[src/hw/rtl/pbo_pkg.sv]
package pbo_pkg;

	// Field widths of the channels and registers.
	localparam int OP_W     = 2;
	localparam int OFFSET_W = 25;
	localparam int SAMPLE_W = 18;
	localparam int INC_W    = 24;
	localparam int SHAPE_W  = 2;
	localparam int DATA_W   = 32;
	localparam int ADDR_W   = 3;

	// Residual arithmetic: 15 quotient bits, a 16-bit Q15 ratio and a wide accumulator.
	localparam int QUO_W = 15;
	localparam int RAT_W = 16;
	localparam int PRD_W = 2 * RAT_W;
	localparam int ACC_W = 20;
	localparam int IDX_W = 2;
	localparam int CNT_W = 4;

	localparam logic [IDX_W-1:0] LAST_IDX  = 2'd3;
	localparam logic [CNT_W-1:0] LAST_STEP = 4'd14;

	// Operation codes of an input transaction.
	localparam logic [OP_W-1:0] OP_TICK   = 2'd0;
	localparam logic [OP_W-1:0] OP_OFFSET = 2'd1;
	localparam logic [OP_W-1:0] OP_ZERO   = 2'd2;

	// Wave shapes; the unused code plays as triangle.
	localparam logic [SHAPE_W-1:0] SHAPE_SAW    = 2'd0;
	localparam logic [SHAPE_W-1:0] SHAPE_SQUARE = 2'd1;
	localparam logic [SHAPE_W-1:0] SHAPE_TRI    = 2'd2;

	// Register index taken from the word address bit.
	localparam logic REG_INC   = 1'b0;
	localparam logic REG_SHAPE = 1'b1;

	// Q15 levels used by the naive waveforms, and the full-scale divider ratio.
	localparam logic signed [ACC_W-1:0] Q15_ONE  = 20'sd32768;
	localparam logic signed [ACC_W-1:0] Q15_TWO  = 20'sd65536;
	localparam logic signed [ACC_W-1:0] Q15_FOUR = 20'sd131072;
	localparam logic [RAT_W-1:0]        RAT_FULL = 16'h8000;

	typedef enum logic [2:0] {
		ST_IDLE,
		ST_NAIVE,
		ST_TERM,
		ST_DIV,
		ST_SQUARE,
		ST_ACCUM,
		ST_DONE
	} state_t;

	// Commands from the controller to the datapath.
	typedef struct packed {
		logic             take;
		logic             naive;
		logic             load;
		logic             step;
		logic             square;
		logic             accum;
		logic             emit;
		logic [IDX_W-1:0] idx;
	} cmd_t;

	// Status from the datapath to the controller.
	typedef struct packed {
		logic is_tick;
		logic term_en;
	} sts_t;

endpackage

[src/hw/rtl/pbo_dp.sv]
module pbo_dp import pbo_pkg::*; #(
	parameter int PHASE_BITS = 24
) (
	input  logic                       clk,
	input  logic                       arst_n,
	input  logic [OP_W-1:0]            op,
	input  logic signed [OFFSET_W-1:0] phase_offset,
	input  logic [INC_W-1:0]           phase_increment,
	input  logic [SHAPE_W-1:0]         wave_shape,
	input  cmd_t                       cmd,
	output sts_t                       sts,
	output logic signed [SAMPLE_W-1:0] sample
);

	localparam int P = PHASE_BITS;
	localparam logic [P-1:0] HALF    = {1'b1, {(P-1){1'b0}}};
	localparam logic [P-1:0] QUARTER = {2'b01, {(P-2){1'b0}}};
	localparam logic [P-1:0] THREE_Q = {2'b11, {(P-2){1'b0}}};
	localparam logic [P:0]   HALF_W  = {2'b01, {(P-1){1'b0}}};

	logic [P-1:0]               phase_q;
	logic [P-1:0]               p_q;
	logic [P-1:0]               inc_q;
	logic [P-1:0]               rem_q;
	logic [QUO_W-1:0]           quo_q;
	logic                       full_q;
	logic                       neg_q;
	logic                       dbl_q;
	logic [PRD_W-1:0]           prod_q;
	logic signed [ACC_W-1:0]    acc_q;
	logic signed [SAMPLE_W-1:0] sample_q;

	logic [P+INC_W-1:0]    inc_w;
	logic [P+OFFSET_W-1:0] off_w;
	logic [P-1:0]          inc_scaled;
	logic [P-1:0]          inc_eff;
	logic [P-1:0]          off_scaled;

	// Increment and offset rescaled from Q.24 to the phase width.
	assign inc_w      = {phase_increment, {P{1'b0}}};
	assign off_w      = {phase_offset, {P{1'b0}}};
	assign inc_scaled = inc_w[P+INC_W-1:INC_W];
	assign off_scaled = off_w[P+INC_W-1:INC_W];
	assign inc_eff    = inc_scaled[P-1] ? '0 : inc_scaled;

	assign sts.is_tick = (op == OP_TICK);

	// Phase accumulator and the working copy of phase and increment for a tick.
	always_ff @(posedge clk or negedge arst_n) begin
		if (!arst_n) begin
			phase_q <= '0;
		end else if (cmd.take) begin
			case (op)
				OP_TICK:   phase_q <= phase_q + inc_eff;
				OP_OFFSET: phase_q <= phase_q + off_scaled;
				OP_ZERO:   phase_q <= '0;
				default:   phase_q <= phase_q;
			endcase
		end
	end

	always_ff @(posedge clk) begin
		if (cmd.take) begin
			p_q   <= phase_q;
			inc_q <= inc_eff;
		end
	end

	// Naive waveform in Q15.
	logic [P+15:0]           p_x2;
	logic [P+16:0]           p_x4;
	logic signed [ACC_W-1:0] two_p;
	logic signed [ACC_W-1:0] four_p;
	logic signed [ACC_W-1:0] naive_v;

	assign p_x2   = {p_q, 16'b0};
	assign p_x4   = {p_q, 17'b0};
	assign two_p  = $signed({4'b0, p_x2[P+15:P]});
	assign four_p = $signed({3'b0, p_x4[P+16:P]});

	always_comb begin
		case (wave_shape)
			SHAPE_SAW:    naive_v = two_p - Q15_ONE;
			SHAPE_SQUARE: naive_v = p_q[P-1] ? -Q15_ONE : Q15_ONE;
			default: begin
				case (p_q[P-1:P-2])
					2'b00:   naive_v = four_p;
					2'b11:   naive_v = four_p - Q15_FOUR;
					default: naive_v = Q15_TWO - four_p;
				endcase
			end
		endcase
	end

	// Candidate correction terms near each step or corner of the waveform.
	logic [P:0]   pi;
	logic [P-1:0] n_lead, n_wrap, p_hi, n_post, n_pre, d1, d3;
	logic         term_en, term_neg, term_dbl;
	logic [P-1:0] term_n;

	assign pi     = {1'b0, p_q} + {1'b0, inc_q};
	assign n_lead = inc_q - p_q;
	assign n_wrap = pi[P-1:0];
	assign p_hi   = {1'b0, p_q[P-2:0]};
	assign n_post = inc_q - p_hi;
	assign n_pre  = pi[P-1:0] - HALF;
	assign d1     = (p_q >= QUARTER) ? p_q - QUARTER : QUARTER - p_q;
	assign d3     = (p_q >= THREE_Q) ? p_q - THREE_Q : THREE_Q - p_q;

	always_comb begin
		term_en  = 1'b0;
		term_neg = 1'b0;
		term_dbl = 1'b0;
		term_n   = n_lead;
		case (wave_shape)
			SHAPE_SAW: begin
				case (cmd.idx)
					2'd0: term_en = p_q < inc_q;
					2'd1: begin
						term_en  = pi[P];
						term_n   = n_wrap;
						term_neg = 1'b1;
					end
					default: term_en = 1'b0;
				endcase
			end
			SHAPE_SQUARE: begin
				case (cmd.idx)
					2'd0: begin
						term_en  = p_q < inc_q;
						term_neg = 1'b1;
					end
					2'd1: begin
						term_en = pi[P];
						term_n  = n_wrap;
					end
					2'd2: begin
						term_en = p_q[P-1] && (p_hi < inc_q);
						term_n  = n_post;
					end
					default: begin
						term_en  = !p_q[P-1] && (pi >= HALF_W);
						term_n   = n_pre;
						term_neg = 1'b1;
					end
				endcase
			end
			default: begin
				term_dbl = 1'b1;
				case (cmd.idx)
					2'd0: begin
						term_en  = d1 < inc_q;
						term_n   = d1;
						term_neg = 1'b1;
					end
					2'd1: begin
						term_en = d3 < inc_q;
						term_n  = d3;
					end
					default: term_en = 1'b0;
				endcase
			end
		endcase
	end

	assign sts.term_en = term_en;

	// Restoring divider: one quotient bit of n * 2^15 / inc per step.
	logic [P:0] rem_x2;
	logic       fits;

	assign rem_x2 = {rem_q, 1'b0};
	assign fits   = rem_x2 >= {1'b0, inc_q};

	always_ff @(posedge clk) begin
		if (cmd.load) begin
			rem_q  <= term_n;
			quo_q  <= '0;
			full_q <= (term_n == inc_q);
			neg_q  <= term_neg;
			dbl_q  <= term_dbl;
		end else if (cmd.step) begin
			if (fits) begin
				rem_q <= rem_x2[P-1:0] - inc_q;
			end else begin
				rem_q <= rem_x2[P-1:0];
			end
			quo_q <= {quo_q[QUO_W-2:0], fits};
		end
	end

	// Square the ratio, then scale and accumulate the residual.
	logic [RAT_W-1:0]        ratio;
	logic [RAT_W:0]          resid;
	logic [RAT_W+1:0]        mag;
	logic signed [ACC_W-1:0] mag_ext;

	assign ratio   = full_q ? RAT_FULL : {1'b0, quo_q};
	assign resid   = prod_q[PRD_W-1:QUO_W];
	assign mag     = dbl_q ? {resid, 1'b0} : {1'b0, resid};
	assign mag_ext = $signed({{(ACC_W-RAT_W-2){1'b0}}, mag});

	always_ff @(posedge clk) begin
		if (cmd.square) begin
			prod_q <= ratio * ratio;
		end
		if (cmd.naive) begin
			acc_q <= naive_v;
		end else if (cmd.accum) begin
			acc_q <= neg_q ? acc_q - mag_ext : acc_q + mag_ext;
		end
		if (cmd.emit) begin
			sample_q <= acc_q[SAMPLE_W-1:0];
		end
	end

	assign sample = sample_q;

endmodule
[config.mk]
export PLATFORM = sky130hd
export DESIGN_NAME = pbo_dp
export DESIGN_NICKNAME = d
export VERILOG_FILES = /design/src/hw/rtl/pbo_pkg.sv /design/src/hw/rtl/pbo_dp.sv
export SDC_FILE = /design/constraint.sdc
export NUM_CORES = 1
export LEC_CHECK = 0
export BUFFER_PORTS_ARGS = -buffer_cell sky130_fd_sc_hd__buf_2
export CELL_PAD_IN_SITES_DETAIL_PLACEMENT = 0
export CELL_PAD_IN_SITES_GLOBAL_PLACEMENT = 1
export CORE_MARGIN = 4
export CORE_UTILIZATION = 54
export DETAILED_ROUTE_END_ITERATION = 12
export PLACE_DENSITY_LB_ADDON = 0.1
export SETUP_SLACK_MARGIN = 0.15
export SKIP_LAST_GASP = 1
export SLEW_MARGIN = 20
export SYNTH_ARGS = -nofsm -noshare
export SYNTH_HDL_FRONTEND = slang
export SYNTH_SLANG_ARGS = --single-unit
[constraint.sdc]
create_clock -name clk -period 19.7 [get_ports clk]
set_clock_uncertainty 0.2 [all_clocks]
set_input_delay 1.97 -clock clk [delete_from_list [all_inputs] [get_ports clk]]
set_output_delay 1.97 -clock clk [all_outputs]
set_load 0.02 [all_outputs]
==> flow_metrics.tcl <==
set metrics [dict create \
    status "complete, no violations" \
    final_common_cell "inv_1" \
    drc_errors 0 \
    fin_crit_ps 8180 \
    clk_pin_slew_worst_paths_ps 80 \
    drt-total-wl_mm 72.7 \
    clock_path_buffers 2 \
    synth.cell_area_um2 24600 \
    combPwrFrac 0.598 \
    io_pins 84 \
    yosys.area.top_type "edfxtp_1" \
    ys_seq_area_frac 0.192 \
    htree_levels 4 \
    rsz0062_at_grt "false" \
    cp_max_fo 18 \
    timing.rr.start "full_q" \
    drv_slew 0 \
    area_growth_pct 6.19 \
    ant_nets 0 \
    async_reset_ff_frac 0.145 \
    placed_cell_area_um2 25500 \
    drv_cap 0 \
    overflow 0 \
    grt_max_degree 54 \
    busiest_layer "met1" \
    start_util 0.552 \
    p_per_area_nw_per_um2 94.5 \
    crit_arrival_ps 8200 \
    tritoncts "yes" \
    required_ps 19720 \
    grtUsageMet1 0.435 \
    synth.distinct_cells 98 \
    fin_util 0.586 \
    pwr-share-clk 0.149 \
    cts_setup_buffers 0 \
    vdd_ir_drop_max_uv 99.7 \
    fillers 4009 \
    worstMarginPinSlew_ps 1070 \
    worst_r2r_path_depth 26 \
    p_switching_mw 1.15 \
    drive_gt1_frac 0.0816 \
    synth-edff-count 127 \
    worstSkewPairLatency_ps 480 \
    synthCells 2864 \
    synth.top_cell.area_share 0.155 \
    max_freq_mhz 122 \
    num_vias 21600 \
    startpoint_type "register" \
    syn_avg_cell_area_um2 8.59 \
    cp-startpoint "full_q" \
    yosys-top-cells-area "edfxtp_1, fa_1, ha_1" \
    post_drt_wl_per_cell_um 20.9 \
    io_buffers 82 \
    dpl.hpwl_mm 58.1 \
    hold_path_depth 0 \
    min_path_type "reg -> reg" \
    antenna_found_initial 3 \
    via_per_inst 6.21 \
    synth_ff_type "edfxtp_1" \
    grt_pass1_wl_mm 115 \
    pre_cts_ws_ps 11470 \
    period_share 0.415 \
    slew_headroom 0.284 \
    layout.nets 3372 \
    numCtsBuffers 17 \
    critPathKind "reg -> reg" \
    hold_viol_final 0 \
    die_h_um 221 \
    drt_iter0_drc 1964 \
    p_leak_nw 11.8 \
    coreArea_um2 44600 \
    synth-seq-cells 166 \
    internal-power_mw 1.32 \
    cts_root_buf "clkbuf_16" \
    power.share.sequential 0.254 \
    worstHoldStart "acc_q[2]" \
    layout_common_cells "inv_1, ha_1, nor2_1, nand2_1, fa_1" \
    grt_use_total 0.291 \
    cts_sinks 166 \
    cts_resized 0 \
    globalRouteMet3Util 0.0635 \
    first_global_vias 20800 \
    finalSetupViolations 0 \
    yosysWarnings 0 \
    die_x_um 221 \
    cp-end-kind "register" \
    die_area_um2 49000 \
    switching_share 0.467 \
    layout_setup_ws_ps 11520 \
    met2_usage 0.430 \
    p_total_mw 2.47 \
    place.gp.congestion 1.01 \
    std_cell_rows 77 \
    ctsHoldBuffers 0 \
    drt-pass1-iter-count 7 \
    setup-tns-final_ps 0 \
    final_area_um2 26100 \
]
[flip-flops by register name, indices dropped and copies added (netlist names)]
signal and flops:
prod_q 17, rem_q 24, full_q 1, neg_q 1
sample 18, acc_q 18, p_q 24, dbl_q 1
quo_q 15, inc_q 23, phase_q 24
[synth_stat cells, drive strengths merged, types with 18 or more instances]
cell / count
nor3: 64
and3: 23
xor2: 28
a21o: 40
o21ai: 138
nor2b: 72
and2: 50
a21oi: 155
mux2i: 58
a221oi: 32
nor2: 212
fa: 168
nand4: 33
nand2: 197
o221ai: 23
xnor2: 122
edfxtp: 127
nor4: 26
a31oi: 23
inv: 338
or2: 18
buf: 36
nand3: 66
a211oi: 37
mux2: 34
o21a: 32
ha: 260
o31ai: 29
or3: 24
dfrtp: 24
nand2b: 41
clkbuf: 94
o211ai: 19
[through the flow]
| stage | hold slack [ps] | instances |
|---|---|---|
| 2_1_floorplan | 226 | 2885 |
| 5_1_grt | 281 | 3485 |
| 3_5_place_dp | 257 | 3452 |
| 3_3_place_gp | 261 | 3452 |
| 6_report | 273 | 3486 |
| 4_1_cts | 274 | 3484 |
[critical path: stages, from the launching register on]
cell and delay (ps):
edfxtp_1 350, buf_4 220, nor2b_1 730, nand2_1 220, inv_1 150, fa_1 430, inv_1 80, fa_1 410
inv_1 90, fa_1 430, fa_1 500, fa_1 560, inv_1 60, fa_1 530, inv_1 40, ha_1 300
inv_1 60, o22ai_1 70, nor4_1 400, a211oi_1 250, o21ai_0 260, o21ai_0 220, o311ai_0 560, nand2_1 250
a31oi_1 290, o21bai_1 110, xor2_1 140
[power groups by stage]
| stage | clock network, mW | logic, mW | registers [mW] |
|---|---|---|---|
| 2_1_floorplan | 0 | 1.13 | 0.577 |
| 3_3_place_gp | 0 | 1.41 | 0.622 |
| 3_5_place_dp | 0 | 1.44 | 0.628 |
| 4_1_cts | 0.376 | 1.45 | 0.621 |
| 5_1_grt | 0.389 | 1.63 | 0.636 |
| 6_report | 0.367 | 1.48 | 0.627 |
[metal layers]
layer  routed length, µm  vias to the layer above
met5                   8                        -
met3                7030                      103
met4                1480                        2
met1               33600                    10400
met2               30700                      916
li1                    -                    10200
[cells by family (layout without fill, tap and decap cells)]
| kind of cell | after synthesis | count (layout) | synth area share |
|---|---|---|---|
| buffers and inverters | 472 | 480 | 0.0747 |
| xor gates and xnor gates | 150 | 150 | 0.0534 |
| adders and majority gates | 428 | 428 | 0.269 |
| and+or+nand+nor | 873 | 873 | 0.181 |
| other | 2 | 24 | 0.000305 |
| AOI/OAI and AO/OA | 681 | 681 | 0.191 |
| DFF | 166 | 166 | 0.192 |
| muxes | 92 | 92 | 0.0392 |
[final timing paths]
kind	to	slack, ps
max in group asynchronous	phase_q[8]	17630
worst max register to register	prod_q[28]	11520
worst min-delay path	sample[2]	270
min in group asynchronous	phase_q[20]	1280
worst max-delay path	prod_q[28]	11520
worst min register to register	sample[2]	270
[final cells by class]
type / instances / area [µm²] / area share
multi-input combinational: 2247 / 18100 / 0.695
sequential: 166 / 4710 / 0.180
inverter: 342 / 1280 / 0.0491
tap: 592 / 741 / 0.0283
timing repair buffer: 106 / 598 / 0.0229
clock buffer: 20 / 489 / 0.0187
clock inverter: 12 / 153 / 0.00584
antenna: 1 / 2.50 / 0.0000958
No activity file was read; power rests on OpenSTA's default activity.
