==> src/hw/rtl/pbo_pkg.sv <==
package pbo_pkg;

	// Field widths of the channels and registers.
	localparam int OP_W     = 2;
	localparam int OFFSET_W = 25;
	localparam int SAMPLE_W = 18;
	localparam int INC_W    = 24;
	localparam int SHAPE_W  = 2;
	localparam int DATA_W   = 32;
	localparam int ADDR_W   = 3;

	// Residual arithmetic: 15 quotient bits, a 16-bit Q15 ratio and a wide accumulator.
	localparam int QUO_W = 15;
	localparam int RAT_W = 16;
	localparam int PRD_W = 2 * RAT_W;
	localparam int ACC_W = 20;
	localparam int IDX_W = 2;
	localparam int CNT_W = 4;

	localparam logic [IDX_W-1:0] LAST_IDX  = 2'd3;
	localparam logic [CNT_W-1:0] LAST_STEP = 4'd14;

	// Operation codes of an input transaction.
	localparam logic [OP_W-1:0] OP_TICK   = 2'd0;
	localparam logic [OP_W-1:0] OP_OFFSET = 2'd1;
	localparam logic [OP_W-1:0] OP_ZERO   = 2'd2;

	// Wave shapes; the unused code plays as triangle.
	localparam logic [SHAPE_W-1:0] SHAPE_SAW    = 2'd0;
	localparam logic [SHAPE_W-1:0] SHAPE_SQUARE = 2'd1;
	localparam logic [SHAPE_W-1:0] SHAPE_TRI    = 2'd2;

	// Register index taken from the word address bit.
	localparam logic REG_INC   = 1'b0;
	localparam logic REG_SHAPE = 1'b1;

	// Q15 levels used by the naive waveforms, and the full-scale divider ratio.
	localparam logic signed [ACC_W-1:0] Q15_ONE  = 20'sd32768;
	localparam logic signed [ACC_W-1:0] Q15_TWO  = 20'sd65536;
	localparam logic signed [ACC_W-1:0] Q15_FOUR = 20'sd131072;
	localparam logic [RAT_W-1:0]        RAT_FULL = 16'h8000;

	typedef enum logic [2:0] {
		ST_IDLE,
		ST_NAIVE,
		ST_TERM,
		ST_DIV,
		ST_SQUARE,
		ST_ACCUM,
		ST_DONE
	} state_t;

	// Commands from the controller to the datapath.
	typedef struct packed {
		logic             take;
		logic             naive;
		logic             load;
		logic             step;
		logic             square;
		logic             accum;
		logic             emit;
		logic [IDX_W-1:0] idx;
	} cmd_t;

	// Status from the datapath to the controller.
	typedef struct packed {
		logic is_tick;
		logic term_en;
	} sts_t;

endpackage

==> src/hw/rtl/pbo_ctrl.sv <==
module pbo_ctrl import pbo_pkg::*; (
	input  logic clk,
	input  logic arst_n,
	input  logic in_valid,
	output logic in_ready,
	output logic out_valid,
	input  logic out_ready,
	input  sts_t sts,
	output cmd_t cmd
);

	state_t           state_q, state_d;
	logic [IDX_W-1:0] idx_q;
	logic [CNT_W-1:0] cnt_q;
	logic             out_valid_q;
	logic             out_free;

	assign out_free = !out_valid_q || out_ready;

	// Next state.
	always_comb begin
		state_d = state_q;
		case (state_q)
			ST_IDLE: begin
				if (in_valid && sts.is_tick) state_d = ST_NAIVE;
			end
			ST_NAIVE: state_d = ST_TERM;
			ST_TERM: begin
				if (sts.term_en) state_d = ST_DIV;
				else if (idx_q == LAST_IDX) state_d = ST_DONE;
			end
			ST_DIV: begin
				if (cnt_q == LAST_STEP) state_d = ST_SQUARE;
			end
			ST_SQUARE: state_d = ST_ACCUM;
			ST_ACCUM: begin
				if (idx_q == LAST_IDX) state_d = ST_DONE;
				else state_d = ST_TERM;
			end
			ST_DONE: begin
				if (out_free) state_d = ST_IDLE;
			end
			default: state_d = ST_IDLE;
		endcase
	end

	// Commands for the datapath.
	always_comb begin
		cmd      = '0;
		cmd.idx  = idx_q;
		in_ready = 1'b0;
		case (state_q)
			ST_IDLE: begin
				in_ready = 1'b1;
				cmd.take = in_valid;
			end
			ST_NAIVE:  cmd.naive  = 1'b1;
			ST_TERM:   cmd.load   = sts.term_en;
			ST_DIV:    cmd.step   = 1'b1;
			ST_SQUARE: cmd.square = 1'b1;
			ST_ACCUM:  cmd.accum  = 1'b1;
			ST_DONE:   cmd.emit   = out_free;
			default:   cmd.take   = 1'b0;
		endcase
	end

	// State, term index, divider step count and the result flag.
	always_ff @(posedge clk or negedge arst_n) begin
		if (!arst_n) begin
			state_q     <= ST_IDLE;
			idx_q       <= '0;
			cnt_q       <= '0;
			out_valid_q <= 1'b0;
		end else begin
			state_q <= state_d;
			if (state_q == ST_NAIVE) begin
				idx_q <= '0;
			end else if (idx_q != LAST_IDX && ((state_q == ST_TERM && !sts.term_en) ||
					state_q == ST_ACCUM)) begin
				idx_q <= idx_q + 1'b1;
			end
			if (state_q == ST_TERM) begin
				cnt_q <= '0;
			end else if (state_q == ST_DIV) begin
				cnt_q <= cnt_q + 1'b1;
			end
			if (cmd.emit) begin
				out_valid_q <= 1'b1;
			end else if (out_ready) begin
				out_valid_q <= 1'b0;
			end
		end
	end

	assign out_valid = out_valid_q;

endmodule

==> config.mk <==
export PLATFORM = sky130hd
export DESIGN_NAME = pbo_ctrl
export DESIGN_NICKNAME = d
export VERILOG_FILES = /design/src/hw/rtl/pbo_pkg.sv /design/src/hw/rtl/pbo_ctrl.sv
export SDC_FILE = /design/constraint.sdc
export NUM_CORES = 1
export LEC_CHECK = 0
export ABC_AREA = 1
export BUFFER_PORTS_ARGS = -buffer_cell sky130_fd_sc_hd__buf_2
export CORE_MARGIN = 3
export CORE_UTILIZATION = 25
export CTS_CLUSTER_SIZE = 20
export DETAILED_ROUTE_END_ITERATION = 8
export PLACE_DENSITY = 0.41
export SYNTH_ARGS = -nofsm -noshare
export SYNTH_HDL_FRONTEND = slang
export SYNTH_SLANG_ARGS = --single-unit
==> constraint.sdc <==
create_clock -name clk -period 3.2 [get_ports clk]
set_input_delay 0.16 -clock clk [delete_from_list [all_inputs] [get_ports clk]]
set_output_delay 0.16 -clock clk [all_outputs]
set_load 0.05 [all_outputs]
==> results of run 1 <==
sequential cells by signal, summed over array words and instances, names as in the netlist:
| name | cells |
|---|---|
| out_valid | 1 |
| state_q | 3 |
| cnt_q | 4 |
| idx_q | 2 |
power by group:
group	switching [W]	total (W)	leakage [nW]	internal [W]
clock	0.0000420	0.0000854	0.0138	0.0000434
combinational	0.000362	0.000495	0.310	0.000133
sequential	0.0000616	0.000234	0.131	0.000172
metal layers:
metal / up-vias / routed length (um)
met1: 267 / 705
met5: - / 0
met2: 14 / 700
met3: 0 / 79
li1: 320 / -
met4: 0 / 0
worst max path at each step:
stage          endpoint  slack [ns]  depth (start not counted)
2_1_floorplan    cmd[2]        1.66                          3
3_3_place_gp     cmd[2]        1.84                          5
3_5_place_dp     cmd[2]        1.83                          5
4_1_cts          cmd[2]        1.54                          5
5_1_grt          cmd[2]        1.38                          5
6_report         cmd[2]        1.56                          5
stage by stage:
stage | cell area (um^2) | worst slack (ns) | total power [W]
2_1_floorplan | 652 | 1.66 | 0.000631
3_3_place_gp | 756 | 1.84 | 0.000741
3_5_place_dp | 756 | 1.83 | 0.000737
4_1_cts | 788 | 1.54 | 0.000829
5_1_grt | 788 | 1.38 | 0.000901
6_report | 788 | 1.56 | 0.000814
worst reg2reg max path: stages, from the launching register on:
cell,delay (ns)
dfrtp_1,0.41
ha_1,0.24
nor2_1,0.19
nand3_2,0.14
nand2_1,0.09
nor2_2,0.05
nand2_1,0.05
nand2_1,0.05
layout make-up:
class | instances | area share [%]
inverters | 14 | 6.67
flip-flops and latches | 10 | 31.7
clock buffers | 3 | 2.86
well taps | 28 | 4.44
repair buffers | 17 | 11.4
multi-input cells | 65 | 42.9
cell families (layout without fill, tap and decap cells):
group                    after synthesis  count (layout)
buffers and inverters                 15              34
flip-flops                            10              10
XOR/XNOR                               1               1
AO/OA/AOI/OAI                         10              10
AND/OR/NAND/NOR                       51              51
adder cells (fa/ha/maj)                3               3
placed cells by master, fill, tap and decap left out:
master | Yosys | layout
nand2_1 | 24 | 24
buf_2 | 0 | 16
inv_1 | 11 | 11
dfrtp_1 | 10 | 10
nor2_1 | 9 | 9
nand3_1 | 8 | 8
o21ai_0 | 5 | 5
o21ai_1 | 4 | 4
inv_2 | 3 | 3
nand2_2 | 3 | 3
ha_1 | 3 | 3
clkbuf_4 | 0 | 3
nor2_2 | 2 | 2
nor2_4 | 2 | 2
and3_1 | 1 | 1
nand3_2 | 1 | 1
a21oi_1 | 1 | 1
nand3b_1 | 1 | 1
xnor2_1 | 1 | 1
dlygate4sd3_1 | 0 | 1
==> flow_summary.yaml, run 1 <==
sta:
  period_share_pct: 51.3
  slew_viol_final: 0
  hold_violations: 0
  finalHoldWorstSlack_ns: 0.105
  tightest_slew_ns: 0.403
  fmax_mhz: 609
  slew_headroom_pct: 73.1
  finalSetupViolCount: 0
  rsz0062_at_grt: "no"
  setup_tns_ns: 0
  finalCriticalPeriod_ns: 1.64
  clock-skew-final_ns: 0.00218
route:
  viasPerCell: 4.39
  drt_iter0_drc: 15
  detail-route-antenna-nets: 0
  vias: 601
  drt-total-wl_um: 1490
  wl_per_cell_um: 10.8
  drc: 0
  firstDrtPassIters: 4
grt:
  grtUsageMet3_pct: 4.07
  use_met1_pct: 13.2
  antenna_found_initial: 0
  grt_max_degree: 11
  grt_pass1_wl_um: 2670
  track_usage_pct: 10.3
  overflow: 0
  grt_pass1_vias: 613
  busiest_layer: "met2"
  grt.met2_usage_pct: 17.5
worst_setup_path:
  path_delay_family: "flip-flops"
  critPathArrivalTime_ns: 1.48
  crit_type: "reg -> out"
  crit_path_start_kind: "flip-flop"
  crit_fanout: 10
  r2r-end: "state_q[1]$_DFFE_PN0P_"
  critPathLaunch: "state_q[2]$_DFFE_PN0P_"
  timing.rr.start: "idx_q[0]$_DFFE_PN0P_"
  cpMostUsedCell: "nor2_1"
  r2r_slack_ns: 1.88
  end_kind: "output pin"
  reg2regPathDepth: 7
  cp_cell_sequence: "nand2_1, nor2_1, inv_1, nor2_1, buf_2"
  crit_buf_inv: 2
  cpMaxStageDelayCell: "dfrtp_1"
  slowest_delay_ns: 0.59
  worstPathRequired_ns: 3.04
place:
  io_buffer_count: 16
  gp_congestion: 0.773
  dpl.cell_count: 133
  dp.final_hpwl_um: 1180
logic_synthesis:
  avgSynthCellArea_um2: 7.24
  synth_top_family_by_area: "simple AND/OR/NAND/NOR gates"
  netlist.top_cell.by_area: "dfrtp_1"
  synth_warnings: 0
  synth_nets: 99
  synthArstFlopShare_pct: 100
  ys_types: 18
  netlist_area_um2: 652
  synth-adder-area-share_pct: 5.76
  synth_compound_area_share_pct: 7.68
  yosys.area_share.simple_pct: 37.0
  synth_ff_type: "dfrtp_1"
  synth-edff-count: 0
  synthTopCellsByCount: "nand2_1 (24), inv_1 (11), dfrtp_1 (10), nor2_1 (9), nand3_1 (8)"
  yosys_register_bits: 10
  ys_seq_area_share_pct: 38.4
  yosys-top-cells-area: "dfrtp_1 (38%), nand2_1 (14%), inv_1 (6.3%), nand3_1 (6.1%), ha_1 (5.8%)"
  synthMuxAreaShare_pct: 0
  synthXorXnorAreaFrac_pct: 1.34
  synth_top_area_share_pct: 38.4
  synth.most_common_cell: "nand2_1"
  synthCells: 90
cells_and_area:
  drive_gt1_share_pct: 27.5
  instances_no_fill: 137
  syn2layout_area_growth_pct: 20.9
  utilization_pct: 33.7
  regArea_um2: 250
  n_fill_cell: 264
  antenna_cells: 0
  multiInputGateArea_um2: 338
  final_net_count: 120
clock_tree:
  cts_root_buffer: "clkbuf_4"
  ctsResizeCount: 0
  cts_tree: "yes"
  cts_buffers: 3
  max-clock-path-buffers: 2
  path_clk_slew_ns: 0.06
  post-cts-setup-buffers: 0
  htreeDepth: 1
  cts_hold_buffers: 1
  clock-sinks: 10
  clkLatencyLatePin_ns: 0.26
die:
  row_count: 17
  io_pins: 17
  start_util_pct: 27.9
  die-area_um2: 3260
  core_um2: 2340
  die_w_um: 57.1
  fp.dieH_um: 57.1
worst_hold_path:
  holdPathStages: 2
  min_delay_worst_endpoint: "out_valid$_DFFE_PN0P_"
  holdCritStartpoint: "out_ready"
  min_path_type: "in -> reg"
status:
  run_status: "completed"
pwr:
  power_density_nw_per_um2: 1030
  p_leak_nw: 0.455
  max-vdd-ir-drop_mv: 0.436
flow_run:
  drv_cap: 0
No activity file was read; power rests on OpenSTA's default activity.
==> inputs of run 2 (changes only) <==
- PLACE_DENSITY: 0.41 -> 0.42
- clock period: 3.2 -> 1.3 ns (I/O delays scaled with it)
==> flow_summary.yaml, run 2 (synthesis gave the netlist of run 1 again) <==
worst_setup_path:
  r2r_slack_ns: 0.08
  reg2regPathDepth: 7
  critPathArrivalTime_ns: 1.22
  crit_buf_inv: 2
  cp.depth: 4
  crit_path_start_kind: "flip-flop"
  worstPathRequired_ns: 1.24
  end_kind: "output pin"
  cpMostUsedCell: "nor2_2"
  slowest_delay_ns: 0.44
  timing.rr.start: "idx_q[0]$_DFFE_PN0P_"
  crit_type: "reg -> out"
  r2r-end: "state_q[2]$_DFFE_PN0P_"
  path_delay_family: "flip-flops"
  crit_fanout: 5
  cpMaxStageDelayCell: "dfrtp_2"
  endpoint: "in_ready"
  critPathLaunch: "state_q[0]$_DFFE_PN0P_"
  cp_cell_sequence: "nor2_2, inv_1, nor2_2, buf_4"
grt:
  overflow: 0
  busiest_layer: "met2"
  grtUsageMet3_pct: 2.71
  track_usage_pct: 9.48
  grt_pass1_wl_um: 2400
  use_met1_pct: 12.2
  grt.met2_usage_pct: 13.9
  grt_max_degree: 11
  antenna_found_initial: 0
  grt_pass1_vias: 574
die:
  core_um2: 2340
  io_pins: 17
  die_w_um: 57.1
  die-area_um2: 3260
  fp.dieH_um: 57.1
  row_count: 17
  start_util_pct: 27.9
place:
  placed_area_um2: 788
  io_buffer_count: 16
  gp_congestion: 0.717
  place_worst_setup_slack_ns: 0.0908
  dpl.cell_count: 135
  dp.final_hpwl_um: 1140
cells_and_area:
  instances_no_fill: 148
  reg_top3: "cnt_q x4, state_q x3, idx_q x2"
  fin_area_um2: 963
  final_common_cell: "nand2_1"
  drive_gt1_share_pct: 46.7
  syn2layout_area_growth_pct: 47.8
  layout_common_cells: "nand2_1 (23), buf_4 (11), inv_1 (8), nand3_1 (8), buf_2 (8)"
  n_fill_cell: 242
  utilization_pct: 41.2
  antenna_cells: 0
  top_register: "cnt_q"
  final_net_count: 130
  largest_reg_flops: 4
pwr:
  p_leak_nw: 0.507
  power_density_nw_per_um2: 2500
  max-vdd-ir-drop_mv: 1.05
sta:
  finalSetupViolCount: 0
  slew_headroom_pct: 84.1
  clock-skew-final_ns: 0.00169
  tightest_slew_ns: 0.239
  period_share_pct: 98.8
  rsz0062_at_grt: "yes"
  hold_violations: 0
  worst_slack_ns: 0.0156
  fmax_mhz: 779
  finalCriticalPeriod_ns: 1.28
  finalHoldWorstSlack_ns: 0.194
  slew_viol_final: 0
route:
  firstDrtPassIters: 4
  vias: 622
  drc: 0
  detail-route-antenna-nets: 0
  viasPerCell: 4.20
  drt_iter0_drc: 12
  drt-total-wl_um: 1480
  wl_per_cell_um: 9.99
clock_tree:
  cts_tree: "yes"
  htreeDepth: 1
  clkLatencyLatePin_ns: 0.26
  path_clk_slew_ns: 0.06
  cts_buffers: 3
  cts_root_buffer: "clkbuf_4"
  clock-sinks: 10
  max-clock-path-buffers: 2
worst_hold_path:
  min_path_type: "in -> async"
status:
  run_status: "completed"
flow_run:
  drv_cap: 0
==> run 2: changes by cell type in the layout (fill, tap and decap cells not counted), moves of 5 or more <==
cell	before	now
buf_6	0	6
dfrtp_1	10	5
dfrtp_2	0	5
buf_2	16	8
nor2_1	9	2
nor2_2	2	7
buf_4	0	11
==> run 2: worst min-delay path by stage <==
stage                start                     end  slack (ns)  cells after the start
floorplan           arst_n    cnt_q[0]$_DFFE_PN0P_       -0.23                      0
global placement    arst_n    cnt_q[3]$_DFFE_PN0P_       -0.06                      1
detailed placement  arst_n    cnt_q[3]$_DFFE_PN0P_       -0.05                      1
CTS                 sts[0]  state_q[1]$_DFFE_PN0P_        0.17                      4
global route        sts[0]  state_q[1]$_DFFE_PN0P_        0.22                      4
finish              arst_n   out_valid$_DFFE_PN0P_        0.19                      2
==> run 2: metrics by stage <==
| stage | total power (W) | setup TNS (ns) |
|---|---|---|
| 2_1_floorplan | 0.00159 | 0 |
| 5_1_grt | 0.00260 | -0.478 |
| 3_5_place_dp | 0.00185 | 0 |
| 4_1_cts | 0.00228 | -0.0712 |
| 3_3_place_gp | 0.00188 | 0 |
| 6_report | 0.00241 | 0 |
==> run 2: area by class of cell <==
| class | instances | area (um^2) | share of cell area [%] |
|---|---|---|---|
| Multi-Input combinational cell | 65 | 383 | 39.7 |
| Sequential cell | 10 | 256 | 26.6 |
| Timing Repair Buffer | 27 | 210 | 21.8 |
| Inverter | 14 | 52.6 | 5.45 |
| Tap cell | 28 | 35.0 | 3.64 |
| Clock buffer | 4 | 26.3 | 2.73 |
==> run 2: report_power, final <==
group	switching, W	internal, W	total [W]
registers	0.000133	0.000438	0.000571
logic	0.00103	0.000588	0.00162
clock network	0.0000990	0.000118	0.000217
==> run 2: routing by layer <==
layer | routed length (um) | vias to the layer above
met5 | 0 | -
met1 | 709 | 261
met4 | 13 | 0
met2 | 661 | 17
met3 | 94 | 2
li1 | - | 342
==> run 2: repair_timing <==
| action | CTS | global route |
|---|---|---|
| endpoints found under the setup margin | 8 | 11 |
| endpoints found under the hold margin | 11 | 0 |
| hold buffers | 2 | 0 |
| resized for setup | 23 | 4 |
| pin swaps | 3 | 4 |
| setup buffers | 1 | 6 |
