[src/hw/rtl/pbo_pkg.sv]
package pbo_pkg;

	// Field widths of the channels and registers.
	localparam int OP_W     = 2;
	localparam int OFFSET_W = 25;
	localparam int SAMPLE_W = 18;
	localparam int INC_W    = 24;
	localparam int SHAPE_W  = 2;
	localparam int DATA_W   = 32;
	localparam int ADDR_W   = 3;

	// Residual arithmetic: 15 quotient bits, a 16-bit Q15 ratio and a wide accumulator.
	localparam int QUO_W = 15;
	localparam int RAT_W = 16;
	localparam int PRD_W = 2 * RAT_W;
	localparam int ACC_W = 20;
	localparam int IDX_W = 2;
	localparam int CNT_W = 4;

	localparam logic [IDX_W-1:0] LAST_IDX  = 2'd3;
	localparam logic [CNT_W-1:0] LAST_STEP = 4'd14;

	// Operation codes of an input transaction.
	localparam logic [OP_W-1:0] OP_TICK   = 2'd0;
	localparam logic [OP_W-1:0] OP_OFFSET = 2'd1;
	localparam logic [OP_W-1:0] OP_ZERO   = 2'd2;

	// Wave shapes; the unused code plays as triangle.
	localparam logic [SHAPE_W-1:0] SHAPE_SAW    = 2'd0;
	localparam logic [SHAPE_W-1:0] SHAPE_SQUARE = 2'd1;
	localparam logic [SHAPE_W-1:0] SHAPE_TRI    = 2'd2;

	// Register index taken from the word address bit.
	localparam logic REG_INC   = 1'b0;
	localparam logic REG_SHAPE = 1'b1;

	// Q15 levels used by the naive waveforms, and the full-scale divider ratio.
	localparam logic signed [ACC_W-1:0] Q15_ONE  = 20'sd32768;
	localparam logic signed [ACC_W-1:0] Q15_TWO  = 20'sd65536;
	localparam logic signed [ACC_W-1:0] Q15_FOUR = 20'sd131072;
	localparam logic [RAT_W-1:0]        RAT_FULL = 16'h8000;

	typedef enum logic [2:0] {
		ST_IDLE,
		ST_NAIVE,
		ST_TERM,
		ST_DIV,
		ST_SQUARE,
		ST_ACCUM,
		ST_DONE
	} state_t;

	// Commands from the controller to the datapath.
	typedef struct packed {
		logic             take;
		logic             naive;
		logic             load;
		logic             step;
		logic             square;
		logic             accum;
		logic             emit;
		logic [IDX_W-1:0] idx;
	} cmd_t;

	// Status from the datapath to the controller.
	typedef struct packed {
		logic is_tick;
		logic term_en;
	} sts_t;

endpackage

[src/hw/rtl/pbo_cfg.sv]
module pbo_cfg import pbo_pkg::*; (
	input  logic               clk,
	input  logic               arst_n,
	input  logic               psel,
	input  logic               penable,
	input  logic               pwrite,
	input  logic [ADDR_W-1:0]  paddr,
	input  logic [DATA_W-1:0]  pwdata,
	output logic [DATA_W-1:0]  prdata,
	output logic               pready,
	output logic [INC_W-1:0]   phase_increment,
	output logic [SHAPE_W-1:0] wave_shape
);

	logic [INC_W-1:0]   inc_q;
	logic [SHAPE_W-1:0] shape_q;
	logic               wr_en;

	assign pready = 1'b1;
	assign wr_en  = psel && penable && pwrite && pready;

	// Register writes in the access phase.
	always_ff @(posedge clk or negedge arst_n) begin
		if (!arst_n) begin
			inc_q   <= '0;
			shape_q <= SHAPE_SAW;
		end else if (wr_en) begin
			if (paddr[2] == REG_SHAPE) begin
				shape_q <= pwdata[SHAPE_W-1:0];
			end else begin
				inc_q <= pwdata[INC_W-1:0];
			end
		end
	end

	// Read back.
	always_comb begin
		if (paddr[2] == REG_SHAPE) begin
			prdata = {{(DATA_W-SHAPE_W){1'b0}}, shape_q};
		end else begin
			prdata = {{(DATA_W-INC_W){1'b0}}, inc_q};
		end
	end

	assign phase_increment = inc_q;
	assign wave_shape      = shape_q;

endmodule

[config.mk]
export PLATFORM = sky130hd
export DESIGN_NAME = pbo_cfg
export DESIGN_NICKNAME = d
export VERILOG_FILES = /design/src/hw/rtl/pbo_pkg.sv /design/src/hw/rtl/pbo_cfg.sv
export SDC_FILE = /design/constraint.sdc
export NUM_CORES = 1
export LEC_CHECK = 0
export ABC_AREA = 1
export BUFFER_PORTS_ARGS = -buffer_cell sky130_fd_sc_hd__buf_2
export CORE_AREA = 2 2 75 70
export CTS_CLUSTER_DIAMETER = 60
export DETAILED_ROUTE_END_ITERATION = 8
export DIE_AREA = 0 0 77 72
export GPL_TIMING_DRIVEN = 0
export PLACE_DENSITY = 0.66
export SYNTH_ARGS = -nofsm -noshare
export SYNTH_HDL_FRONTEND = slang
export SYNTH_SLANG_ARGS = --single-unit
[constraint.sdc]
create_clock -name clk -period 0.8 [get_ports clk]
set_input_delay 0.16 -clock clk [delete_from_list [all_inputs] [get_ports clk]]
set_output_delay 0.16 -clock clk [all_outputs]
set_load 0.02 [all_outputs]
==> impl_metrics.csv, run 1 <==
group,metric,value,unit
logic_synthesis,postSynthCellCount,180,
layout,finished_core_util,0.528,
drt,via_count,1402,
timing,max_slew.worst_pin.slew,0.597,ns
drt,detail-route-antenna-nets,0,
power,p_leak,1.26,nW
critical_path,cp-start-kind,"register",
logic_synthesis,synth_area_per_cell,7.65,µm²
logic_synthesis,synth_area,1380,µm²
placed_design,preCtsSetupSlack,-0.185,ns
timing,holdWs,-0.120,ns
clocking,cts_root_buffer,"clkbuf_8",
layout,post_route_cells_drive_above_1_share,0.679,
floorplan,floorplan.die.height,72,µm
drt,vias_per_cell,4.17,
logic_synthesis,synth_adder_area_share,0,
timing,period_utilization,1.39,
logic_synthesis,fraction_of_the_mapped_netlist_area_in_compound_gates,0,
layout,finalNetCount,312,
timing,post-route-min-period,1.11,ns
drt,post_drt_wl_per_cell,11.9,µm
timing,finalClockSkew,0,ns
drt,detail_route.iter0.violations,58,
min_path,timing.hold.worst.class,"in2async",
clocking,numCtsBuffers,3,
grt,maximum_number_of_pins_on_one_net_before_global_route_repair,27,
timing,final.setup.tns,-12.36,ns
logic_synthesis,synth_top_cell_by_area,"dfrtp_1",
power,design_power_total,5.07,mW
layout,multiInputGateArea,708,µm²
grt,first_global_vias,1403,
critical_path,cp.required,0.64,ns
grt,grt.total_usage,0.149,
placed_design,placedInstanceArea,2130,µm²
timing,slew_viol_final,0,
critical_path,timing.reg2reg.setup_slack,0.04,ns
clocking,total_clock_sinks,26,
placed_design,place.port_buffers,78,
clocking,clk_buf_depth,2,
timing,finalWorstSetupSlack,-0.314,ns
clocking,worst_skew_pair.late_latency,0.27,ns
logic_synthesis,synth-edff-count,0,
power,vdd_drop_max,1.23,mV
logic_synthesis,ys_async_sr_fraction,1.00,
timing,timing.final.setup_violations,50,
logic_synthesis,post-synth-top-area-fraction,0.473,
critical_path,crit_end_category,"output pin",
timing,max_slew_margin,0.602,
logic_synthesis,synth.lib_cells_used.distinct,16,
floorplan,standard_cell_core_area,4740,µm²
layout,area_delta_synth_final,82.0,%
grt,overflow,0,
critical_path,critical_path_peak_fanout,3,
layout,register_cell_area_after_layout,683,µm²
flow_run,timing.max_cap.violations,0,
floorplan,num_io_pins,99,
logic_synthesis,synth.ff_latch_count,26,
grt,antenna_found_initial,0,
clocking,tritoncts,"built",
layout,design_area,2500,µm²
critical_path,worst_ep_arrival_time,0.95,ns
status,failed_checks,"negative hold slack, negative setup slack",
logic_synthesis,synth_xor_xnor_area_share,0,
logic_synthesis,synthTopCellsByArea,"dfrtp_1 (47%), nand2_1 (16%), nand3_1 (9.1%), buf_4 (6.0%), inv_1 (6.0%)",
floorplan,num_rows,24,
critical_path,crit_type,"reg2out",
placed_design,post-dp-hpwl,2780,µm
drt,route.detailed.drc,0,
logic_synthesis,largest_family_of_logic_cells_by_synthesized_area,"simple AND/OR/NAND/NOR gates",
floorplan,die-area,5540,µm²
logic_synthesis,simple_logic_cell_fraction_of_the_synthesized_area,0.355,
logic_synthesis,yosysWarningCount,0,
floorplan,starting_density_of_the_core,0.290,
power,sw_frac_of_total,0.381,
floorplan,die-width,77,µm
timing,timing.final.hold_violations,26,
clocking,clock_tree.htree_level_count,1,
status,run_status,"complete, but fails checks",
layout,antenna_cells,0,
placed_design,gp_routability_congestion,0.726,
timing,grt_setup_unrepaired,"true",
logic_synthesis,synth.most_common_cell,"nand2_1",
grt,grt_first_pass_wirelength,6710,µm
power,seq_power_share,0.372,
power,netSwitchingPower,1.93,mW
logic_synthesis,ys_top_cells_by_count,"nand2_1 (58), dfrtp_1 (26), nand3_1 (25), inv_1 (22), nor2_1 (22)",
layout,number_of_filler_cells_placed_in_the_layout,490,
power,power_per_cell_area,2020,nW/µm²
drt,firstDrtPassIters,4,
logic_synthesis,multiplexer_share_of_the_synthesized_area,0,
drt,detail_route.wirelength,3990,µm
power,clockPowerShare,0.169,
logic_synthesis,yosysSeqAreaShare,0.473,
clocking,clkTransAtPathRegs,0.10,ns
power,internal-power,3.14,mW
logic_synthesis,synthFlopType,"dfrtp_1",
timing,maximum_clock_frequency,897,MHz
power,comb_power_share,0.458,
[power groups by stage]
| stage | Sequential, mW | Clock, mW | Combinational (mW) |
|---|---|---|---|
| after CTS | 1.88 | 0.880 | 2.30 |
| after global placement | 1.84 | 0 | 1.82 |
| after floorplan | 2.15 | 0 | 0.950 |
| after detailed placement | 1.85 | 0 | 1.85 |
| final | 1.89 | 0.857 | 2.32 |
| after global routing | 1.93 | 0.916 | 2.48 |
[critical path, stage by stage, from the launching register on]
cell	delay (ns)
dfrtp_2	0.43
nand2_2	0.08
nand2_4	0.04
buf_6	0.12
[cells by family after synthesis]
| logic type | after synthesis |
|---|---|
| buffers and inverters | 42 |
| other | 2 |
| and+or+nand+nor | 110 |
| DFF | 26 |
[routing by layer]
metal / global-route usage / part of all wire
met4: 0.0119 / 0.0038
met3: 0.0361 / 0.060
met1: 0.182 / 0.40
met5: 0 / 0
met2: 0.281 / 0.53
[registers in the layout, summed over array words and instances, names as in the netlist]
| register | count |
|---|---|
| phase_increment | 24 |
| wave_shape | 2 |
[cell usage in the layout, fill, tap and decap left out]
cell type	count
buf_12	1
nand3_2	1
buf_4	12
dfrtp_2	26
clkbuf_8	4
nand4_4	1
nor2_8	1
nand2_2	6
inv_8	1
nor2_4	22
buf_6	55
nand4_1	1
nand2_1	52
inv_2	23
conb_1	9
nand2_4	1
buf_2	30
nand3_1	25
[cell type report]
type,count,area share
plain buffers,18,0.0694
clock buffers,4,0.0220
inverters,24,0.0390
multi-input cells,119,0.283
flip-flops and latches,26,0.273
well taps,65,0.0325
repair buffers,80,0.282
[metrics by stage]
step                hold WS [ns]  std cells
floorplan                 -0.136        187
global placement           0.206        330
detailed placement         0.202        330
CTS                      -0.0995        336
global route             -0.0697        336
finish                    -0.120        336
[path summary, 6_finish.rpt]
check	start	end	cells after the start
max in group asynchronous	arst_n	phase_increment[15]$_DFFE_PN0P_	1
hold / removal	arst_n	phase_increment[19]$_DFFE_PN0P_	1
setup / recovery	wave_shape[1]$_DFFE_PN0P_	prdata[1]	3
setup reg to reg	phase_increment[4]$_DFFE_PN0P_	phase_increment[4]$_DFFE_PN0P_	3
hold reg to reg	phase_increment[1]$_DFFE_PN0P_	phase_increment[1]$_DFFE_PN0P_	2
min in group clk	pwdata[4]	phase_increment[4]$_DFFE_PN0P_	3
[timing repair]
| item | CTS | global route |
|---|---|---|
| resized for setup | 96 | 5 |
| endpoints found under the hold margin | 26 | 26 |
| pin swaps | 22 | 10 |
| cloned | 0 | 0 |
| setup buffers | 2 | 0 |
| setup endpoints to repair | 50 | 51 |
(Power assumes the default switching activity.)
==> run 2: changes to the inputs <==
--- a/config.mk
+++ b/config.mk
@@ -13,6 +13,8 @@
 export DIE_AREA = 0 0 77 72
 export GPL_TIMING_DRIVEN = 0
 export PLACE_DENSITY = 0.66
+export REMOVE_ABC_BUFFERS = 1
+export SKIP_LAST_GASP = 1
 export SYNTH_ARGS = -nofsm -noshare
 export SYNTH_HDL_FRONTEND = slang
 export SYNTH_SLANG_ARGS = --single-unit
==> run 2 against run 1 <==
  * Utilization is 5.2 points lower
  * Cell count increased by 0.60%
  * Largest power group unchanged
  * The flow still finishes with violations (negative hold slack, negative setup slack)
  * Sequential share of layout area increased by 1.5 points
  * Critical path depth did not move
  * First-iteration DRC count decreased by 40%
  * Flip-flop and latch count unchanged
  * Die area unchanged
  * Hold slack better by 0.0061 ns
  * Maximum frequency fell by 0.38%
  * Final area is 9.8% lower
  * Combinational power down 7%
  * Critical path type unchanged
==> impl_metrics.csv, run 2 (synthesis results as in run 1) <==
group,metric,value,unit
status,run_status,"complete, but fails checks",
status,failed_checks,"negative hold slack, negative setup slack",
critical_path,cp_cell_sequence,"nand2_1 -> nand2_1 -> buf_6",
grt,first_global_vias,1290,
clocking,tritoncts,"built",
clocking,worst_skew_pair.late_latency,0.26,ns
min_path,timing.hold.worst.class,"in2async",
floorplan,die-area,5540,µm²
floorplan,num_io_pins,99,
critical_path,cp_slowest_stage_delay,0.42,ns
clocking,total_clock_sinks,26,
grt,maximum_number_of_pins_on_one_net_before_global_route_repair,30,
clocking,cts_root_buffer,"clkbuf_8",
clocking,clock_tree.htree_level_count,1,
drt,via_count,1449,
timing,max_slew.worst_pin.slew,0.592,ns
timing,finalClockSkew,0,ns
timing,post-route-min-period,1.12,ns
drt,route.detailed.drc,0,
timing,timing.final.setup_violations,58,
layout,number_of_filler_cells_placed_in_the_layout,482,
critical_path,rr_worst_depth,4,
critical_path,worst_ep_arrival_time,0.96,ns
placed_design,post-dp-hpwl,2270,µm
clocking,clkTransAtPathRegs,0.09,ns
drt,detail-route-antenna-nets,0,
drt,vias_per_cell,4.29,
timing,period_utilization,1.40,
drt,post_drt_wl_per_cell,13.2,µm
power,vdd_drop_max,1.04,mV
floorplan,die-width,77,µm
critical_path,critical_path_peak_fanout,3,
layout,final-instance-count-excl-fill,338,
layout,post_route_cells_drive_above_1_share,0.421,
floorplan,starting_density_of_the_core,0.290,
grt,overflow,0,
layout,most-common-layout-cells,"nand2_1 (54), buf_2 (32), buf_4 (31), buf_6 (28), dfrtp_1 (26)",
critical_path,cp-start-kind,"register",
power,design_power_total,4.77,mW
placed_design,place.port_buffers,79,
critical_path,crit_end_category,"output pin",
timing,slew_viol_final,0,
floorplan,floorplan.die.height,72,µm
placed_design,dp.cells,313,
power,p_leak,1.27,nW
grt,grt.total_usage,0.139,
layout,antenna_cells,0,
critical_path,cp_slowest_cell,"dfrtp_1",
layout,finalNetCount,314,
clocking,clk_buf_depth,2,
floorplan,standard_cell_core_area,4740,µm²
critical_path,cp.required,0.64,ns
timing,max_slew_margin,0.605,
drt,firstDrtPassIters,4,
drt,detail_route.wirelength,4460,µm
timing,holdWs,-0.114,ns
layout,area_delta_synth_final,64.2,%
critical_path,path_common_cell,"nand2_1",
clocking,numCtsBuffers,3,
layout,largest_register_ffs,24,
placed_design,gp_routability_congestion,0.706,
grt,antenna_found_initial,0,
timing,finalWorstSetupSlack,-0.319,ns
power,power_per_cell_area,2110,nW/µm²
critical_path,crit_type,"reg2out",
grt,grt_first_pass_wirelength,6180,µm
floorplan,num_rows,24,
timing,timing.final.hold_violations,26,
flow_run,timing.max_cap.violations,0,
drt,detail_route.iter0.violations,35,
layout,layout.cells.most_common,"nand2_1",
timing,grt_setup_unrepaired,"true",
timing,maximum_clock_frequency,894,MHz
run 2: cell types whose count changed in the layout (fill, tap and decap cells not counted), moves of 19 or more:
cell | previous run | this run
dfrtp_2 | 26 | 0
nor2_1 | 0 | 21
inv_1 | 0 | 22
inv_2 | 23 | 1
buf_6 | 55 | 28
buf_4 | 12 | 31
nor2_4 | 22 | 2
dfrtp_1 | 0 | 26
run 2: per-layer routing:
metal  up-vias  routed length, µm  track usage
met5         -                  0            0
met4         0                  8       0.0119
met3         2                243       0.0386
met2        55               2240        0.252
met1       665               1970        0.172
li1        727                  -            -
run 2: stage by stage:
step                setup slack (ns)  setup TNS [ns]  utilization  instance area, µm²  hold slack, ns
finish                        -0.319          -12.31        0.476                2260          -0.114
global route                  -0.403          -15.91        0.476                2260         -0.0740
CTS                           -0.312          -15.20        0.410                1950          -0.105
detailed placement            -0.774          -25.31        0.367                1740           0.197
global placement              -0.726          -24.03        0.367                1740           0.195
floorplan                     -0.150           -4.59            -                1270          -0.136
run 2: path summary, 6_finish.rpt:
path | from | endpoint | slack [ns]
max | phase_increment[0]$_DFFE_PN0P_ | prdata[0] | -0.32
min | arst_n | phase_increment[17]$_DFFE_PN0P_ | -0.11
max reg2reg | phase_increment[22]$_DFFE_PN0P_ | phase_increment[22]$_DFFE_PN0P_ | -0.04
min reg2reg | phase_increment[21]$_DFFE_PN0P_ | phase_increment[21]$_DFFE_PN0P_ | 0.51
max in group asynchronous | arst_n | phase_increment[16]$_DFFE_PN0P_ | 0.52
min in group clk | pwdata[14] | phase_increment[14]$_DFFE_PN0P_ | 0.12
run 2: worst max-delay path: cells and delay by family (launching register included):
kind                   cells  cell delay, ns
AND/OR/NAND/NOR            2            0.15
buffers and inverters      1            0.13
flip-flops                 1            0.42
run 2: power by group:
group,total [mW],leakage [nW],switching (mW),internal [mW]
logic,2.15,0.916,1.15,1.00
clock network,0.839,0.0288,0.400,0.439
registers,1.78,0.327,0.219,1.56
run 2: layout make-up:
class | count | area [µm²] | share of cell area
Tap cell | 65 | 81.3 | 0.0360
Sequential cell | 26 | 651 | 0.288
Inverter | 24 | 95.1 | 0.0421
Multi-Input combinational cell | 124 | 627 | 0.277
Clock buffer | 4 | 55.1 | 0.0244
Timing Repair Buffer | 95 | 751 | 0.332
run 2: timing repair:
| item | in CTS | in global routing |
|---|---|---|
| cloned | 2 | 3 |
| buffers inserted | 7 | 11 |
| hold endpoints to repair | 26 | 26 |
| pin swaps | 4 | 9 |
| setup endpoints to repair | 74 | 76 |
| gates resized for setup | 20 | 65 |
